[src/mta_pkg.sv]
// Package for the mosaic tile averager: widths, register map, divider state
// and the request/response structs between the top level and the divider.
// No dependencies.
package mta_pkg;

   localparam int MAX_WIDTH = 4096;
   localparam int MAX_TILE  = 64;

   localparam int SAMPLE_W = 8;
   localparam int MEAN_W   = 8;
   localparam int COL_W    = 12;
   localparam int DIM_W    = 13;
   localparam int TILE_W   = 7;
   localparam int OFS_W    = 6;
   localparam int SUM_W    = 20;
   localparam int AREA_W   = 13;
   localparam int CNT_W    = 5;
   localparam int ADDR_W   = 4;
   localparam int RSP_W    = 48;

   localparam logic [1:0] REG_TILE_SIZE    = 2'd0;
   localparam logic [1:0] REG_IMAGE_WIDTH  = 2'd1;
   localparam logic [1:0] REG_IMAGE_HEIGHT = 2'd2;

   localparam logic [TILE_W-1:0] TILE_SIZE_RST    = 7'd8;
   localparam logic [DIM_W-1:0]  IMAGE_WIDTH_RST  = 13'd640;
   localparam logic [DIM_W-1:0]  IMAGE_HEIGHT_RST = 13'd480;

   typedef enum logic [1:0] {
      DIV_IDLE,
      DIV_RUN,
      DIV_HOLD
   } div_state_type;

   typedef struct packed {
      logic              start;
      logic              take;
      logic [SUM_W-1:0]  dividend;
      logic [AREA_W-1:0] divisor;
   } div_req_type;

   typedef struct packed {
      logic              busy;
      logic              valid;
      logic [MEAN_W-1:0] mean;
   } div_rsp_type;

endpackage

[src/mta_divider.sv]
// Serial restoring divider for the tile mean, one quotient bit per cycle.
// Holds the mean until the result register takes it. Depends on mta_pkg.
module mta_divider (
   input  logic                 clock,
   input  logic                 reset,
   input  mta_pkg::div_req_type req,
   output mta_pkg::div_rsp_type rsp
);

   mta_pkg::div_state_type state_ff, state_in;

   logic [mta_pkg::SUM_W-1:0]  quo_ff;
   logic [mta_pkg::AREA_W-1:0] rem_ff;
   logic [mta_pkg::AREA_W-1:0] divisor_ff;
   logic [mta_pkg::CNT_W-1:0]  cnt_ff;
   logic [mta_pkg::AREA_W:0]   trial;

   assign trial = {rem_ff, quo_ff[mta_pkg::SUM_W-1]} - {1'b0, divisor_ff};

   always_comb begin
      state_in = state_ff;
      unique case (state_ff)
         mta_pkg::DIV_IDLE: begin
            if (req.start) state_in = mta_pkg::DIV_RUN;
         end
         mta_pkg::DIV_RUN: begin
            if (cnt_ff == '0) state_in = mta_pkg::DIV_HOLD;
         end
         mta_pkg::DIV_HOLD: begin
            if (req.take) state_in = mta_pkg::DIV_IDLE;
         end
         default: state_in = mta_pkg::DIV_IDLE;
      endcase
   end

   always_ff @(posedge clock) begin
      if (reset) begin
         state_ff <= mta_pkg::DIV_IDLE;
      end else begin
         state_ff <= state_in;
      end
   end

   always_ff @(posedge clock) begin
      if (state_ff == mta_pkg::DIV_IDLE && req.start) begin
         quo_ff     <= req.dividend;
         rem_ff     <= '0;
         divisor_ff <= req.divisor;
         cnt_ff     <= mta_pkg::CNT_W'(mta_pkg::SUM_W - 1);
      end else if (state_ff == mta_pkg::DIV_RUN) begin
         if (!trial[mta_pkg::AREA_W]) begin
            rem_ff <= trial[mta_pkg::AREA_W-1:0];
            quo_ff <= {quo_ff[mta_pkg::SUM_W-2:0], 1'b1};
         end else begin
            rem_ff <= {rem_ff[mta_pkg::AREA_W-2:0], quo_ff[mta_pkg::SUM_W-1]};
            quo_ff <= {quo_ff[mta_pkg::SUM_W-2:0], 1'b0};
         end
         cnt_ff <= cnt_ff - 1'b1;
      end
   end

   always_comb begin
      rsp.busy  = (state_ff != mta_pkg::DIV_IDLE);
      rsp.valid = (state_ff == mta_pkg::DIV_HOLD);
      rsp.mean  = (quo_ff > mta_pkg::SUM_W'(255)) ? '1 : quo_ff[mta_pkg::MEAN_W-1:0];
   end

endmodule

[config.mk]
export PLATFORM = sky130hd
export DESIGN_NAME = mta_divider
export DESIGN_NICKNAME = d
export VERILOG_FILES = /design/src/mta_pkg.sv /design/src/mta_divider.sv
export SDC_FILE = /design/constraint.sdc
export NUM_CORES = 1
export LEC_CHECK = 0
export ABC_CLOCK_PERIOD_IN_PS = 3300
export BUFFER_PORTS_ARGS = -buffer_cell sky130_fd_sc_hd__buf_2
export CAP_MARGIN = 0
export CORE_MARGIN = 2
export CORE_UTILIZATION = 40
export CTS_BUF_LIST = sky130_fd_sc_hd__clkbuf_4 sky130_fd_sc_hd__clkbuf_8 sky130_fd_sc_hd__clkbuf_16
export CTS_CLUSTER_SIZE = 10
export DETAILED_ROUTE_END_ITERATION = 6
export PLACE_DENSITY = 0.66
export SLEW_MARGIN = 15
export SYNTH_ARGS = -nofsm -noshare
export SYNTH_HDL_FRONTEND = slang
export SYNTH_SLANG_ARGS = --single-unit
export TNS_END_PERCENT = 1
[constraint.sdc]
create_clock -name clock -period 3.3 [get_ports clock]
set_input_delay 0.66 -clock clock [delete_from_list [all_inputs] [get_ports clock]]
set_output_delay 0.66 -clock clock [all_outputs]
set_load 0.02 [all_outputs]
==> impl_metrics.csv <==
group,metric,value,unit
global_route,grt_antenna_before_repair,0,
clock_tree,postCtsSetupRepairBufs,0,
clock_tree,h-tree-depth,2,
job,drv_cap,0,
clock_tree,clk_pin_slew,90,ps
yosys,synth_cell_types,49,
critical_path,cp_max_fo,9,
yosys,ys_ff_latch,53,
power,power.internal,1.65,mW
floorplan,ios,47,
global_route,grt_start_max_net_pins,30,
critical_path,cp_num_buf_inv,2,
run_status,status,"completed",
global_route,grt_usage,0.150,
power,comb_power_share,0.462,
routing,ant_nets,0,
sta,max_freq,389,MHz
layout,area_growth,15.0,%
sta,setup_viol,0,
floorplan,rows,31,
yosys,synth_nets,361,
layout,final_nets,407,
sta,period_needed,2570,ps
sta,rsz0062_at_grt,"no",
routing,first_iter_violations,113,
yosys,synth-edff-count,33,
floorplan,die_h,89.7,um
critical_path,cp.arrival,2740,ps
power,switching_share,0.358,
power,power_switching,924,uW
yosys,synth_area,0.00294,mm^2
sta,tightest_slew,829,ps
yosys,async_reset_ff_frac,0,
layout,diodes,0,
placement,place_ws,737,ps
routing,vias_per_cell,4.85,
global_route,grt_pass1_wl,9.35,mm
sta,fin_ws,729,ps
floorplan,core,0.00718,mm^2
floorplan,dieArea,0.00804,mm^2
power,vdd_drop_max,0.306,mV
layout,design_area,0.00337,mm^2
critical_path,crit_required,3470,ps
sta,finClkSkew,5.82,ps
clock_tree,cts.sinks,53,
power,power_density,764,mW/mm^2
floorplan,initial_core_util,0.409,
placement,port_buffers,46,
routing,drc,0,
critical_path,cpMaxStageDelayCell,"o311ai_4",
sta,timing.setup.tns,0,ps
routing,vias,2203,
sta,max-slew-margin-rel,0.446,
clock_tree,ctsRootBufferMaster,"clkbuf_8",
floorplan,die_w,89.7,um
layout,fillers,686,
power,p_clk_frac,0.169,
clock_tree,cts_resized,0,
layout,final_common_cell,"nand2_1",
yosys,avgSynthCellArea,9.53,um^2
critical_path,path_cells,"inv_1, ha_1, nor2b_1, o2111ai_1, nand2_1, a21oi_2, o311ai_4, buf_4, mux2i_1, o21ai_0",
routing,firstDrtPassIters,4,
power,p_leak,1.49,nW
power,pwr-share-seq,0.369,
sta,post-route-period-util,0.779,
clock_tree,cts_tree,"yes",
global_route,grt_pass1_vias,2048,
critical_path,start_kind,"register",
yosys,yosys_warnings,0,
routing,wire_per_inst,12.1,um
critical_path,crit_type,"register to register",
clock_tree,clock_path_buffers,2,
critical_path,crit_path_max_incr_delay,600,ps
yosys,ys.flop_type,"edfxtp_1",
placement,dp_hpwl,4.05,mm
clock_tree,postCtsHoldBufs,0,
critical_path,cp-end-kind,"register",
layout,drive_above_1_share,0.214,
placement,placed_area,0.00326,mm^2
global_route,overflow,0,
sta,hold_violations,0,
routing,wirelength,5.50,mm
placement,place_congestion,0.797,
sta,slew_viol_final,0,
layout,most-common-layout-cells,"nand2_1, buf_2, edfxtp_1",
clock_tree,clk_latency,300,ps
critical_path,crit_family,"compound AO/OA/AOI/OAI gates",
yosys,syn_inst,308,
clock_tree,cts_buffers,5,
hold_path,hold_class,"register to register",
yosys,yosysSeqAreaShare,0.474,
[power groups by stage]
stage / logic [mW] / clock network [mW] / registers [mW]
global route: 1.33 / 0.480 / 0.971
CTS: 1.20 / 0.449 / 0.950
detailed placement: 1.19 / 0 / 0.965
floorplan: 1.01 / 0 / 0.937
global placement: 1.18 / 0 / 0.960
finish: 1.19 / 0.435 / 0.951
[worst register-to-register path: stages (launching register included)]
cell and delay [ps]:
edfxtp_1 380, inv_1 50, ha_1 260, nor2b_1 160
o2111ai_1 160, nand2_1 170, a21oi_2 110, o311ai_4 600
buf_4 290, mux2i_1 180, o21ai_0 90
[metal layers]
metal	global-route usage	wire length [um]	vias up
met2	0.248	2680	42
met3	0.0247	198	5
met5	0	0	-
met1	0.204	2580	992
met4	0.0407	43	0
li1	-	-	1164
[final timing paths]
check                 from         to  slack [ps]  cells past startpoint
min              rem_ff[7]  rem_ff[7]         490                      2
max          divisor_ff[1]  rem_ff[8]         730                     10
min reg2reg      rem_ff[7]  rem_ff[7]         490                      2
max reg2reg  divisor_ff[1]  rem_ff[8]         730                     10
[logic make-up after synthesis]
kind of cell | synth area share
and+or+nand+nor | 0.216
DFF | 0.474
AOI/OAI and AO/OA | 0.113
buffers and inverters | 0.0486
adders and majority gates | 0.0708
xor gates and xnor gates | 0.0358
muxes | 0.0413
[through the flow]
| step | total power, mW | std cells | utilization | hold WS (ps) |
|---|---|---|---|---|
| after global placement | 2.14 | 446 | 0.455 | 473 |
| after detailed placement | 2.16 | 446 | 0.455 | 478 |
| final | 2.58 | 454 | 0.470 | 490 |
| after global routing | 2.78 | 454 | 0.470 | 516 |
| after floorplan | 1.94 | 308 | - | 451 |
| after CTS | 2.60 | 454 | 0.470 | 491 |
[cell type report]
class                      instances  area [um^2]  area share
clock inverter                     2         35.0      0.0104
multi-input combinational        221         1400       0.415
inverter                          23         86.3      0.0256
tap                               99          124      0.0367
clock buffer                       6         76.3      0.0226
timing repair buffer              50          260      0.0771
sequential                        53         1390       0.412
[state kept, by name, summed over array words and instances, names as in the netlist]
register / cells
cnt_ff: 5
divisor_ff: 13
quo_ff: 20
rem_ff: 13
state_ff: 2
[synth_stat cells (7+ instances only)]
cell type,instances,area share
dfxtp_1,20,0.14
mux2i_1,11,0.038
inv_1,22,0.028
or2_2,9,0.019
nand3_1,17,0.029
nor2_1,10,0.013
edfxtp_1,33,0.34
nand2_1,69,0.088
ha_1,15,0.064
xnor2_1,8,0.024
a21oi_1,7,0.012
clkbuf_1,7,0.0090
o21ai_0,13,0.022
Note: power is estimated with default switching activity, not from simulation.
